==> src/rtl/tiny8_pkg.sv <==
// shared types and constants for the tiny 8-bit execute unit
// no dependencies
`default_nettype none

package tiny8_pkg;

	localparam logic [2:0] OP_ADD = 3'b000;
	localparam logic [2:0] OP_MOV = 3'b001;
	localparam logic [2:0] OP_SUB = 3'b010;
	localparam logic [2:0] OP_LD  = 3'b011;
	localparam logic [2:0] OP_ST  = 3'b100;
	localparam logic [2:0] OP_JMP = 3'b101;
	localparam logic [2:0] OP_AND = 3'b110;
	localparam logic [2:0] OP_OR  = 3'b111;

	localparam logic [1:0] KIND_REG  = 2'd0;
	localparam logic [1:0] KIND_MEM  = 2'd1;
	localparam logic [1:0] KIND_JUMP = 2'd2;

	localparam logic [7:0] RF_RESET_0 = 8'd4;
	localparam logic [7:0] RF_RESET_1 = 8'd8;
	localparam logic [7:0] RF_RESET_2 = 8'd5;
	localparam logic [7:0] RF_RESET_3 = 8'd3;

	typedef struct packed {
		logic [2:0] op;
		logic [1:0] rd;
		logic [2:0] src;
	} decoded_t;

	typedef struct packed {
		logic full;
		logic empty;
	} queue_stat_t;

endpackage

`default_nettype wire

==> src/rtl/tiny8_front.sv <==
// front stage: accepts instruction words and splits them into decoded fields
// depends on tiny8_pkg
`default_nettype none

module tiny8_front (
	input  wire logic                clk,
	input  wire logic                arst_n,
	input  wire logic                inst_valid,
	output logic                     inst_stall,
	input  wire logic [7:0]          instruction,
	input  wire tiny8_pkg::queue_stat_t q_stat,
	output logic                     push_valid,
	output tiny8_pkg::decoded_t      push_item
);

	logic                valid_s1;
	tiny8_pkg::decoded_t item_s1;
	logic                take;
	logic                push;

	assign push       = valid_s1 && !q_stat.full;
	assign inst_stall = valid_s1 && q_stat.full;
	assign take       = inst_valid && !inst_stall;
	assign push_valid = valid_s1;
	assign push_item  = item_s1;

	always_ff @(posedge clk or negedge arst_n) begin
		if (!arst_n) begin
			valid_s1 <= 1'b0;
		end else if (take) begin
			valid_s1 <= 1'b1;
		end else if (push) begin
			valid_s1 <= 1'b0;
		end
	end

	always_ff @(posedge clk) begin
		if (take) begin
			item_s1.op  <= instruction[7:5];
			item_s1.rd  <= instruction[4:3];
			item_s1.src <= instruction[2:0];
		end
	end

endmodule

`default_nettype wire

==> src/rtl/tiny8_queue.sv <==
// two-entry queue of decoded instructions between front and back
// depends on tiny8_pkg
`default_nettype none

module tiny8_queue (
	input  wire logic                clk,
	input  wire logic                arst_n,
	input  wire logic                push_valid,
	input  wire tiny8_pkg::decoded_t push_item,
	output tiny8_pkg::queue_stat_t   q_stat,
	input  wire logic                pop,
	output tiny8_pkg::decoded_t      head_item
);

	tiny8_pkg::decoded_t ent_q [2];
	logic                wr_ptr_q;
	logic                rd_ptr_q;
	logic [1:0]          count_q;
	logic                do_push;
	logic                do_pop;

	assign q_stat.full  = (count_q == 2'd2);
	assign q_stat.empty = (count_q == 2'd0);
	assign do_push      = push_valid && !q_stat.full;
	assign do_pop       = pop && !q_stat.empty;
	assign head_item    = ent_q[rd_ptr_q];

	always_ff @(posedge clk or negedge arst_n) begin
		if (!arst_n) begin
			wr_ptr_q <= 1'b0;
			rd_ptr_q <= 1'b0;
			count_q  <= 2'd0;
		end else begin
			if (do_push) begin
				wr_ptr_q <= !wr_ptr_q;
			end
			if (do_pop) begin
				rd_ptr_q <= !rd_ptr_q;
			end
			if (do_push && !do_pop) begin
				count_q <= count_q + 2'd1;
			end else if (do_pop && !do_push) begin
				count_q <= count_q - 2'd1;
			end
		end
	end

	always_ff @(posedge clk) begin
		if (do_push) begin
			ent_q[wr_ptr_q] <= push_item;
		end
	end

endmodule

`default_nettype wire

==> src/rtl/tiny8_back.sv <==
// back stage: register file, data memory, pc, execution and result register
// depends on tiny8_pkg
`default_nettype none

module tiny8_back (
	input  wire logic                clk,
	input  wire logic                arst_n,
	input  wire logic                cfg_valid,
	output logic                     cfg_ready,
	input  wire logic [8:0]          cfg_data,
	input  wire tiny8_pkg::queue_stat_t q_stat,
	input  wire tiny8_pkg::decoded_t head_item,
	output logic                     pop,
	output logic                     res_valid,
	input  wire logic                res_stall,
	output logic [7:0]               next_pc,
	output logic                     finished,
	output logic [1:0]               write_kind,
	output logic [2:0]               write_index,
	output logic [7:0]               write_value
);

	logic [7:0] rf_q [4];
	logic [7:0] mem_q [8];
	logic [7:0] pc_q;
	logic [8:0] prog_len_q;
	logic       out_valid_q;
	logic [7:0] next_pc_q;
	logic       finished_q;
	logic [1:0] kind_q;
	logic [2:0] index_q;
	logic [7:0] value_q;

	logic [7:0] rd_val;
	logic [7:0] rs_val;
	logic [7:0] mem_val;
	logic [7:0] reg_new;
	logic [1:0] kind;
	logic [2:0] widx;
	logic [7:0] wval;
	logic [7:0] npc;
	logic       fin;

	assign cfg_ready = 1'b1;
	assign pop       = !q_stat.empty && (!out_valid_q || !res_stall);

	assign rd_val  = rf_q[head_item.rd];
	assign rs_val  = rf_q[head_item.src[1:0]];
	assign mem_val = mem_q[head_item.src];

	always_comb begin
		reg_new = rd_val;
		kind    = tiny8_pkg::KIND_REG;
		widx    = {1'b0, head_item.rd};
		npc     = pc_q + 8'd1;
		unique case (head_item.op)
			tiny8_pkg::OP_ADD: begin
				reg_new = rd_val + rs_val;
			end
			tiny8_pkg::OP_MOV: begin
				reg_new = {5'd0, head_item.src};
			end
			tiny8_pkg::OP_SUB: begin
				reg_new = rd_val - rs_val;
			end
			tiny8_pkg::OP_LD: begin
				reg_new = mem_val;
			end
			tiny8_pkg::OP_ST: begin
				kind = tiny8_pkg::KIND_MEM;
				widx = head_item.src;
			end
			tiny8_pkg::OP_JMP: begin
				kind = tiny8_pkg::KIND_JUMP;
				widx = head_item.src;
				npc  = {5'd0, head_item.src};
			end
			tiny8_pkg::OP_AND: begin
				reg_new = rd_val & rs_val;
			end
			tiny8_pkg::OP_OR: begin
				reg_new = rd_val | rs_val;
			end
			default: begin
				reg_new = rd_val;
			end
		endcase
		case (kind)
			tiny8_pkg::KIND_MEM:  wval = rd_val;
			tiny8_pkg::KIND_JUMP: wval = {5'd0, head_item.src};
			default:              wval = reg_new;
		endcase
		fin = ({1'b0, npc} >= prog_len_q);
	end

	always_ff @(posedge clk or negedge arst_n) begin
		if (!arst_n) begin
			rf_q[0]     <= tiny8_pkg::RF_RESET_0;
			rf_q[1]     <= tiny8_pkg::RF_RESET_1;
			rf_q[2]     <= tiny8_pkg::RF_RESET_2;
			rf_q[3]     <= tiny8_pkg::RF_RESET_3;
			for (int i = 0; i < 8; i++) begin
				mem_q[i] <= 8'd0;
			end
			pc_q        <= 8'd0;
			prog_len_q  <= 9'd0;
			out_valid_q <= 1'b0;
		end else begin
			if (cfg_valid && cfg_ready) begin
				prog_len_q <= cfg_data;
			end
			if (pop) begin
				pc_q        <= npc;
				out_valid_q <= 1'b1;
				if (kind == tiny8_pkg::KIND_REG) begin
					rf_q[head_item.rd] <= reg_new;
				end
				if (kind == tiny8_pkg::KIND_MEM) begin
					mem_q[head_item.src] <= rd_val;
				end
			end else if (!res_stall) begin
				out_valid_q <= 1'b0;
			end
		end
	end

	always_ff @(posedge clk) begin
		if (pop) begin
			next_pc_q  <= npc;
			finished_q <= fin;
			kind_q     <= kind;
			index_q    <= widx;
			value_q    <= wval;
		end
	end

	assign res_valid   = out_valid_q;
	assign next_pc     = next_pc_q;
	assign finished    = finished_q;
	assign write_kind  = kind_q;
	assign write_index = index_q;
	assign write_value = value_q;

endmodule

`default_nettype wire

==> src/rtl/tiny8_bit_isa_execute_unit.sv <==
// tiny 8-bit execute unit, top level: front decode, queue, back execute
// a word passes the front register, a queue entry and the result register
// throughput one instruction per clock while res_stall does not hold the back
// reset clears pc, program length, data memory and loads registers with 4, 8, 5, 3
// depends on tiny8_pkg, tiny8_front, tiny8_queue, tiny8_back
`default_nettype none

module tiny_8bit_isa_execute_unit (
	input  wire logic       clk,
	input  wire logic       arst_n,
	input  wire logic       cfg_valid,
	output logic            cfg_ready,
	input  wire logic [8:0] cfg_data,
	input  wire logic       inst_valid,
	output logic            inst_stall,
	input  wire logic [7:0] instruction,
	output logic            res_valid,
	input  wire logic       res_stall,
	output logic [7:0]      next_pc,
	output logic            finished,
	output logic [1:0]      write_kind,
	output logic [2:0]      write_index,
	output logic [7:0]      write_value
);

	tiny8_pkg::queue_stat_t q_stat;
	tiny8_pkg::decoded_t    push_item;
	tiny8_pkg::decoded_t    head_item;
	logic                   push_valid;
	logic                   pop;

	tiny8_front u_front (
		.clk         (clk),
		.arst_n      (arst_n),
		.inst_valid  (inst_valid),
		.inst_stall  (inst_stall),
		.instruction (instruction),
		.q_stat      (q_stat),
		.push_valid  (push_valid),
		.push_item   (push_item)
	);

	tiny8_queue u_queue (
		.clk        (clk),
		.arst_n     (arst_n),
		.push_valid (push_valid),
		.push_item  (push_item),
		.q_stat     (q_stat),
		.pop        (pop),
		.head_item  (head_item)
	);

	tiny8_back u_back (
		.clk         (clk),
		.arst_n      (arst_n),
		.cfg_valid   (cfg_valid),
		.cfg_ready   (cfg_ready),
		.cfg_data    (cfg_data),
		.q_stat      (q_stat),
		.head_item   (head_item),
		.pop         (pop),
		.res_valid   (res_valid),
		.res_stall   (res_stall),
		.next_pc     (next_pc),
		.finished    (finished),
		.write_kind  (write_kind),
		.write_index (write_index),
		.write_value (write_value)
	);

	a_jump_word: assert property (@(posedge clk) disable iff (!arst_n)
		res_valid && write_kind == tiny8_pkg::KIND_JUMP |->
			next_pc == {5'd0, write_index} && write_value == {5'd0, write_index})
		else $error("jump word inconsistent");

	a_queue_stat: assert property (@(posedge clk) disable iff (!arst_n)
		!(q_stat.full && q_stat.empty))
		else $error("queue full and empty at once");

	a_pop_fills_out: assert property (@(posedge clk) disable iff (!arst_n)
		pop |=> res_valid)
		else $error("executed word not presented");

	a_front_stall: assert property (@(posedge clk) disable iff (!arst_n)
		inst_stall |-> q_stat.full && push_valid)
		else $error("front stalls with room in queue");

endmodule

`default_nettype wire

==> config.mk <==
export PLATFORM = sky130hd
export DESIGN_NAME = tiny_8bit_isa_execute_unit
export DESIGN_NICKNAME = d
export VERILOG_FILES = /design/src/rtl/tiny8_pkg.sv /design/src/rtl/tiny8_front.sv /design/src/rtl/tiny8_queue.sv /design/src/rtl/tiny8_back.sv /design/src/rtl/tiny8_bit_isa_execute_unit.sv
export SDC_FILE = /design/constraint.sdc
export NUM_CORES = 1
export LEC_CHECK = 0
export BUFFER_PORTS_ARGS = -buffer_cell sky130_fd_sc_hd__buf_2
export CAP_MARGIN = 20
export CORE_MARGIN = 2
export CORE_UTILIZATION = 35
export CTS_CLUSTER_SIZE = 12
export DETAILED_ROUTE_END_ITERATION = 7
export PLACE_DENSITY = 0.57
export SLEW_MARGIN = 20
export SYNTH_ARGS = -nofsm -noshare
export SYNTH_HDL_FRONTEND = slang
export SYNTH_HIERARCHICAL = 1
export SYNTH_SLANG_ARGS = --single-unit
==> constraint.sdc <==
create_clock -name clk -period 4.9 [get_ports clk]
set_input_delay 0.245 -clock clk [delete_from_list [all_inputs] [get_ports clk]]
set_output_delay 0.245 -clock clk [all_outputs]
set_load 0.005 [all_outputs]
==> results of run 1 <==
worst reg2reg max path: cells and delay by family (launching register included):
family | cells | cell delay, ps
compound gates | 5 | 1270
mux | 2 | 1090
flops | 1 | 570
fa+ha+maj | 2 | 510
simple gates | 2 | 250
buf+inv | 1 | 100
xor+xnor | 1 | 90
layout make-up:
type / instances / area (um2)
Clock buffer: 20 / 457
Clock inverter: 12 / 115
Fill cell: 2242 / 13900
Inverter: 23 / 86.3
Multi-Input combinational cell: 454 / 3660
Sequential cell: 165 / 4370
Tap cell: 319 / 399
Timing Repair Buffer: 60 / 360
flip-flops by register name (all words and copies together) (netlist names), 3 cells and up:
signal,count
u_back/pc_q,8
u_back/write_index,3
u_front/push_item,8
u_back/rf_q,32
u_back/mem_q,64
u_back/prog_len_q,9
u_back/write_value,8
u_back/next_pc,8
u_queue/ent_q,16
Yosys cell counts, drive strengths merged, types with 20 or more instances:
cell type / count / area share, %
clkbuf: 25 / 1.1
dfrtp: 113 / 34
edfxtp: 46 / 17
mux4: 20 / 5.4
ha: 24 / 3.6
nand2: 72 / 3.3
inv: 22 / 1.0
a21oi: 32 / 2.0
o21ai: 37 / 2.2
nor2: 41 / 1.9
mux2: 104 / 14
cell families after synthesis:
kind of cell / count (synthesis) / synth area share, %
buf+inv: 60 / 2.94
compound gates: 120 / 9.12
fa+ha+maj: 26 / 3.99
flops: 165 / 52.8
xor+xnor: 21 / 2.31
mux: 132 / 20.6
simple gates: 154 / 8.20
other cells: 1 / 0.0453
power by group through the flow:
| stage | clock network [mW] | logic (mW) | registers (mW) |
|---|---|---|---|
| 3_3_place_gp | 0 | 3.72 | 2.29 |
| 4_1_cts | 1.36 | 3.79 | 2.28 |
| 2_1_floorplan | 0 | 2.87 | 2.22 |
| 3_5_place_dp | 0 | 3.76 | 2.30 |
| 5_1_grt | 1.41 | 4.21 | 2.34 |
| 6_report | 1.32 | 3.77 | 2.28 |
metrics by stage:
stage	area (um2)	power, mW
final	9450	7.37
after global routing	9450	7.97
after CTS	9450	7.42
after detailed placement	8800	6.06
after global placement	8800	6.01
after floorplan	8270	5.09
layer usage:
layer | routed length (um) | GRT usage, %
met1 | 8810 | 22.3
met2 | 8760 | 26.1
met3 | 737 | 2.87
met4 | 246 | 5.11
met5 | 0 | 0
worst max path at each step:
stage / cells after the start / from / endpoint / slack [ps]
2_1_floorplan: 15 / u_queue/rd_ptr_q / u_back/write_value[6] / 1040
3_3_place_gp: 13 / u_queue/rd_ptr_q / u_back/write_value[5] / 850
3_5_place_dp: 13 / u_queue/rd_ptr_q / u_back/write_value[5] / 750
4_1_cts: 13 / u_queue/rd_ptr_q / u_back/write_value[5] / 730
5_1_grt: 13 / u_queue/rd_ptr_q / u_back/write_value[5] / 530
6_report: 13 / u_queue/rd_ptr_q / u_back/write_value[5] / 770
cells in the final DEF, fill, tap and decap left out, types with 8 or more instances in the layout:
cell type | Yosys | routed
mux2i_1 | 8 | 8
o21ai_1 | 11 | 11
mux2_2 | 78 | 79
ha_1 | 24 | 24
mux4_2 | 20 | 20
buf_2 | 5 | 44
nor2b_1 | 9 | 9
xor2_1 | 10 | 10
a22oi_1 | 12 | 12
clkbuf_16 | 0 | 17
a21oi_1 | 31 | 31
buf_4 | 1 | 8
dlygate4sd3_1 | 0 | 8
nand2_1 | 71 | 71
edfxtp_1 | 46 | 46
o21ai_0 | 26 | 26
inv_1 | 20 | 20
mux2_1 | 26 | 25
nor2_1 | 41 | 41
xnor2_1 | 10 | 10
dfrtp_1 | 113 | 113
==> impl_metrics.tcl, run 1 <==
set metrics [dict create \
    final_util_pct 40.5 \
    synthesis.area_um2 8270 \
    worst-path-buf-inv 1 \
    fp.dieW_um 158 \
    num_rows 56 \
    drt_iter0_drc 403 \
    clock_sinks 165 \
    cp-start-kind "register" \
    hold_class "input port to register" \
    cts.path.max_buffers 2 \
    power_frac_seq_pct 30.9 \
    p_leak_nw 4.14 \
    slowest_delay_ps 610 \
    p_per_area_nw_per_um2 780 \
    maxSlewHeadroom_pct 36.6 \
    swShare_pct 40.9 \
    intPower_mw 4.35 \
    critPathTopFamily "compound AO/OA/AOI/OAI gates" \
    dp_worst_setup_slack_ps 750 \
    rsz0062_at_grt "no" \
    r2r_cells 13 \
    final.setup.worst_slack_ps 769 \
    drv_cap 0 \
    hold_end "u_back/prog_len_q[7]" \
    die-area_um2 24900 \
    reg2reg_slack_ps 770 \
    tightest_slew_ps 946 \
    fin_nets 768 \
    synthFlopType "dfrtp_1" \
    place.gp.congestion 0.845 \
    arrival_ps 4310 \
    power_frac_comb_pct 51.2 \
    stdcell_count 1053 \
    drt_wl_total_um 18600 \
    io_pins 47 \
    finalSetupTns_ps 0 \
    fin_skew_ps 17.7 \
    worstHoldStart "cfg_data[7]" \
    cts_setup_buffers 0 \
    drive_above_1_share_pct 26.7 \
    r2r-end "u_back/write_value[5]" \
    yosysUniqueCellTypes 60 \
    max_freq_mhz 242 \
    htree_num_levels 4 \
    p_sw_mw 3.01 \
    postSynthAreaPerCell_um2 12.2 \
    grt_start_max_net_pins 69 \
    ys_seq_elements 165 \
    synthCells 679 \
    port_buffers 45 \
    whs_ps 19.9 \
    reg2reg_from "u_queue/rd_ptr_q" \
    cts_buffers 17 \
    antenna_found_initial 0 \
    vias 5338 \
    synth_edf_count 46 \
    required_ps 5080 \
    vias_per_cell 5.07 \
    finalHoldViolations 0 \
    cts_tree "done" \
    setup-violations-final 0 \
    initial_core_util_pct 35.4 \
    postRouteAntennaNets 0 \
    yosys_warnings 6 \
    vdd_drop_max_mv 0.314 \
    dp.cells 1013 \
    drc_errors 0 \
    slew_violations 0 \
    clkPwrFrac_pct 17.9 \
    clkTransAtPathRegs_ps 70 \
    hpwl_um 12500 \
    period_needed_ps 4130 \
    die_h_um 158 \
    first_global_vias 5487 \
    status "finished, final reports clean" \
    wl_per_cell_um 17.6 \
    seq_area_frac_synth_pct 52.8 \
    syn-num-nets 726 \
    cts_resized 0 \
    area_growth_pct 14.3 \
    critPathCaptureType "register" \
    holdPathStages 3 \
    grt_use_total_pct 16.2 \
    first_pass_iters 5 \
    postCtsHoldBufs 8 \
    clock_latency_ps 430 \
    critical_path_class "register to register" \
    core_area_um2 23300 \
    fin_crit_sh_pct 84.3 \
    grt_overflow 0 \
    grt_pass1_wl_um 30600 \
    cp_max_fo 11 \
    synthArstFlopShare_pct 72.1 \
    cts_root_buf "clkbuf_16" \
    cp_slowest_cell "mux4_2" \
    n_antenna_cell 0 \
    crit_chain "mux2_2, mux4_2, inv_1, ha_1, a21oi_1, ha_1, nor2b_1, o211ai_1, nand3b_1, a21oi_1, xnor2_1, a221o_1, o21a_1" \
]
Power figures use the tool's default switching activity.
==> run 2, diff against run 1 <==
Settings changed: ABC_AREA from default to 1.
Clock period 4.9 ns to 4.2 ns, I/O delays scaled along.
==> run 2 against run 1 <==
Effect of this change: sequential share of layout area fell by 1.7 points; worst setup slack got worse by 280 ps; via count rose by 27%; wire length rose by 18%; die area rose by 1.6%; sequential power rose by 17%; highest routed layer unchanged; sequential cell count did not move; first-iteration DRC count rose by 22%; worst hold slack got worse by 1.9 ps.
==> impl_metrics.tcl, run 2 <==
set metrics [dict create \
    vdd_drop_max_mv 0.410 \
    period_needed_ps 3710 \
    hpwl_um 15700 \
    rsz0062_at_grt "no" \
    fp.dieW_um 159 \
    cts_setup_buffers 0 \
    met1_usage_pct 24.8 \
    die_h_um 159 \
    synthArstFlopShare_pct 72.1 \
    first_pass_iters 6 \
    tightest_slew_ps 1080 \
    vias_per_cell 4.90 \
    fin_nets 1100 \
    drive_above_1_share_pct 14.4 \
    power_mw 8.96 \
    drt_wl_total_um 21900 \
    synthesis.area_um2 8400 \
    final_cell_mix "nand2_1, dfrtp_1, inv_1" \
    drt_iter0_drc 493 \
    clkTransAtPathRegs_ps 70 \
    critical_path_class "register to register" \
    cp_max_fo 10 \
    ys_seq_elements 165 \
    grt_start_max_net_pins 49 \
    n_antenna_cell 0 \
    whs_ps 18.0 \
    layout_commonest_cell "nand2_1" \
    grt_util_met2_pct 28.3 \
    cp-start-kind "register" \
    area_growth_pct 16.8 \
    hold_class "input port to register" \
    fin_crit_sh_pct 88.3 \
    regMostFlops "u_back/mem_q" \
    grt_overflow 0 \
    grt_util_met3_pct 2.84 \
    stdcell_count 1385 \
    num_rows 56 \
    synthCells 976 \
    htree_num_levels 4 \
    synthFlopType "dfrtp_1" \
    synth_most_common_cell "nand2_1" \
    core_area_um2 23500 \
    arrival_ps 3900 \
    grt_use_total_pct 17.8 \
    dp.cells 1335 \
    yosys_warnings 6 \
    required_ps 4390 \
    fin_skew_ps 11.0 \
    netlist.area_leader.share_pct 33.7 \
    yosysUniqueCellTypes 53 \
    gr-max-usage-layer "met2" \
    clock_sinks 165 \
    critPathCaptureType "register" \
    worst-path-buf-inv 4 \
    synthTopCellsByArea "dfrtp_1, edfxtp_1, nand2_1" \
    grt_pass1_wl_um 35400 \
    status "finished, final reports clean" \
    drc_errors 0 \
    largest_register_ffs 64 \
    setup-violations-final 0 \
    crit_chain "inv_2, nand2_1, nand2_1, nor2_2, inv_1, o22ai_1, a21oi_1, o21a_1, ha_1, inv_1, fa_1, nand2_1, inv_1, o21ai_0, nand2_1, a21o_1, a21oi_1, nand2_1, nand3_1, nand3_2, nand2_1, nand2_1" \
    cts.path.max_buffers 2 \
    p_per_area_nw_per_um2 913 \
    port_buffers 45 \
    place.gp.congestion 0.890 \
    max_freq_mhz 270 \
    yosys-top-cells-count "nand2_1, dfrtp_1, inv_1" \
    seq_area_frac_synth_pct 52.0 \
    postRouteAntennaNets 0 \
    postSynthAreaPerCell_um2 8.61 \
    top_regs "u_back/mem_q (64), u_back/rf_q (32), u_queue/ent_q (16)" \
    slew_violations 0 \
    first_global_vias 6369 \
    vias 6789 \
    maxSlewHeadroom_pct 27.5 \
    initial_core_util_pct 35.7 \
    die-area_um2 25300 \
    synth_edf_count 46 \
    cts_root_buf "clkbuf_16" \
    cp_slowest_cell "dfrtp_1" \
    crit_top_cell "nand2_1" \
    drv_cap 0 \
    io_pins 47 \
    critPathTopFamily "simple AND/OR/NAND/NOR gates" \
    slowest_delay_ps 490 \
    clock_latency_ps 430 \
    synth_top_cell_by_area "dfrtp_1" \
    finalHoldViolations 0 \
    wl_per_cell_um 15.8 \
    finalSetupTns_ps 0 \
    cts_buffers 17 \
    cts_tree "done" \
    antenna_found_initial 0 \
    syn-num-nets 1023 \
    p_leak_nw 4.65 \
]
run 2: changes by cell type after synthesis, sizes merged, moves of 10 or more:
cell / previous run / this run
o21ai: 37 / 98
inv: 22 / 110
mux4: 20 / 0
nand2: 72 / 329
nor2: 41 / 56
o22ai: 3 / 13
clkbuf: 25 / 5
nand3: 7 / 52
mux2: 104 / 4
run 2: cell type report:
cell class              count  area, um2
multi-input cells         680       3520
clock inverters            14        166
clock buffers              18        429
inverters                 112        425
fillers                  2387      13700
repair buffers             77        513
flip-flops and latches    165       4370
well taps                 319        399
run 2: cell families (layout without fill, tap and decap cells):
group | after synthesis | count (layout) | share of synthesized area [%]
DFF | 165 | 165 | 52.0
buffers and inverters | 131 | 221 | 6.25
muxes | 4 | 4 | 0.536
AOI/OAI and AO/OA | 188 | 188 | 13.1
and+or+nand+nor | 454 | 454 | 23.5
other | 1 | 1 | 0.0446
adders and majority gates | 25 | 25 | 3.81
xor gates and xnor gates | 8 | 8 | 0.834
run 2: path summary, 6_finish.rpt:
path                            cells past startpoint  slack [ps]                     to            startpoint
worst min register to register                      0         450    u_queue/ent_q[0][5]  u_front/push_item[5]
worst min-delay path                                2          20   u_back/prog_len_q[8]           cfg_data[8]
min in group asynchronous                           2         330     u_front/push_valid                arst_n
worst max-delay path                               22         490  u_back/write_value[6]      u_queue/rd_ptr_q
worst max register to register                     22         490  u_back/write_value[6]      u_queue/rd_ptr_q
max in group asynchronous                           3        2770       u_back/mem_q[61]                arst_n
run 2: report_power, final:
part	leakage (nW)	switching [mW]	internal [mW]
logic	2.45	3.18	1.52
clock network	0.281	0.692	0.894
registers	1.92	0.313	2.36
run 2: timing repair:
item,CTS,global route
gates resized for setup,0,0
hold buffers,18,0
hold endpoints to repair,60,0
run 2: metal layers:
metal  wire length, um  vias to the layer above
li1                  -                     3382
met1             10300                     3239
met2             10400                      150
met3               919                       18
met4               365                        0
met5                 0                        -
run 2: through the flow:
| step | setup slack, ps | instance area [um2] | utilization [%] |
|---|---|---|---|
| after detailed placement | 578 | 9040 | 38.4 |
| final | 490 | 9820 | 41.7 |
| after global routing | 164 | 9820 | 41.7 |
| after global placement | 622 | 9040 | 38.4 |
| after CTS | 537 | 9820 | 41.7 |
| after floorplan | 782 | 8400 | - |
==> run 3, diff against run 2 <==
Settings changed: ABC_CLOCK_PERIOD_IN_PS from default to 4200, CORE_UTILIZATION 35 to 40, PLACE_DENSITY 0.57 to 0.62.
==> run 3 against run 2 <==
Effect of this change: power down 0.79%; register-to-register slack lost 140 ps; highest routed layer unchanged; sequential share of layout area rose by 0.25 points; critical endpoint unchanged; largest power group unchanged.
==> impl_metrics.tcl, run 3 (synthesis results as in run 2) <==
set metrics [dict create \
    fin_skew_ps 12.1 \
    maxSlewHeadroom_pct 36.8 \
    final_cell_mix "nand2_1, dfrtp_1, inv_1" \
    n_antenna_cell 0 \
    cts_root_buf "clkbuf_16" \
    setup-violations-final 0 \
    first_pass_iters 5 \
    required_ps 4400 \
    place.gp.congestion 0.961 \
    crit_chain "inv_2, nand2_1, nand2_1, buf_4, nand2_1, nand3_1, nand2_1, ha_1, or2_2, xnor2_1, ha_1, nand2_1, inv_1, o21ai_0, nand2_1, a21o_1, a21oi_1, nand2_1, nand3_1, nand3_2, nand2_1, nand2_1" \
    grt_use_total_pct 20.3 \
    vias_per_cell 5.05 \
    cts_tree "done" \
    worst-path-buf-inv 3 \
    period_needed_ps 3850 \
    fin_nets 1102 \
    grt_pass1_wl_um 34700 \
    arrival_ps 4050 \
    cp-start-kind "register" \
    cp_slowest_cell "dfrtp_1" \
    layout_commonest_cell "nand2_1" \
    whs_ps 31.7 \
    top_regs "u_back/mem_q (64), u_back/rf_q (32), u_queue/ent_q (16)" \
    area_growth_pct 16.2 \
    clkTransAtPathRegs_ps 70 \
    tightest_slew_ps 949 \
    vdd_drop_max_mv 0.415 \
    initial_core_util_pct 40.4 \
    finalHoldViolations 0 \
    drc_errors 0 \
    hold_class "input port to register" \
    port_buffers 45 \
    fp.dieW_um 149 \
    cts_setup_buffers 0 \
    regMostFlops "u_back/mem_q" \
    status "finished, final reports clean" \
    drv_cap 0 \
    cts_buffers 17 \
    slowest_delay_ps 490 \
    io_pins 47 \
    critPathTopFamily "simple AND/OR/NAND/NOR gates" \
    drt_iter0_drc 543 \
    hpwl_um 15100 \
    clock_latency_ps 440 \
    critPathCaptureType "register" \
    core_area_um2 20800 \
    critical_path_class "register to register" \
    max_freq_mhz 260 \
    finalSetupTns_ps 0 \
    vias 6781 \
    cts.path.max_buffers 2 \
    rsz0062_at_grt "no" \
    p_leak_nw 4.66 \
    wl_per_cell_um 15.7 \
    antenna_found_initial 0 \
    clock_sinks 165 \
    drt_wl_total_um 21100 \
    htree_num_levels 4 \
    drive_above_1_share_pct 14.6 \
    fin_crit_sh_pct 91.6 \
    die-area_um2 22200 \
    num_rows 53 \
    largest_register_ffs 64 \
    final_util_pct 46.9 \
    p_per_area_nw_per_um2 911 \
    postRouteAntennaNets 0 \
    first_global_vias 6497 \
    grt_overflow 0 \
    crit_top_cell "nand2_1" \
    cp_max_fo 23 \
    n_fill_cell 2004 \
    die_h_um 149 \
    slew_violations 0 \
    grt_start_max_net_pins 69 \
]
-- run 3: where the power goes --
| part | switching (mW) | internal (mW) |
|---|---|---|
| Combinational | 3.17 | 1.52 |
| Sequential | 0.308 | 2.36 |
| Clock | 0.735 | 0.793 |
| Total | 4.21 | 4.68 |
-- run 3: area by class of cell --
| type | instances | area, um2 | area share [%] |
|---|---|---|---|
| Clock buffer | 17 | 425 | 4.36 |
| Clock inverter | 15 | 154 | 1.58 |
| Inverter | 112 | 425 | 4.36 |
| Multi-Input combinational cell | 680 | 3520 | 36.0 |
| Sequential cell | 165 | 4370 | 44.7 |
| Tap cell | 275 | 344 | 3.52 |
| Timing Repair Buffer | 79 | 531 | 5.43 |
-- run 3: layer usage --
| metal | GRT usage [%] | up-vias | share of wire, % |
|---|---|---|---|
| met5 | 0 | - | 0 |
| met4 | 5.90 | 0 | 1.6 |
| met3 | 3.70 | 24 | 4.0 |
| met2 | 32.3 | 147 | 48 |
| met1 | 28.5 | 3231 | 47 |
| li1 | - | 3379 | - |
-- run 3: repair_timing --
item	in CTS	in global routing
endpoints found under the setup margin	0	0
resized for setup	0	0
hold buffers	18	1
hold endpoints to repair	83	1
-- run 3: path summary, 6_finish.rpt --
check,start,end,slack [ps],cells past startpoint
max,u_queue/rd_ptr_q,u_back/write_value[6],350,22
min,cfg_data[0],u_back/prog_len_q[0],30,2
max reg2reg,u_queue/rd_ptr_q,u_back/write_value[6],350,22
min reg2reg,u_front/push_item[3],u_queue/ent_q[1][3],450,0
max in group asynchronous,arst_n,u_back/rf_q[1],2780,3
min in group asynchronous,arst_n,u_queue/wr_ptr_q,430,2
-- run 3: stage by stage --
step	power [mW]	worst slack, ps	instances	area, um2
final	8.89	351	1343	9760
after global routing	9.62	8.30	1343	9760
after CTS	8.89	408	1342	9750
after detailed placement	7.32	448	1292	8990
after global placement	7.25	557	1292	8990
after floorplan	5.93	782	976	8400
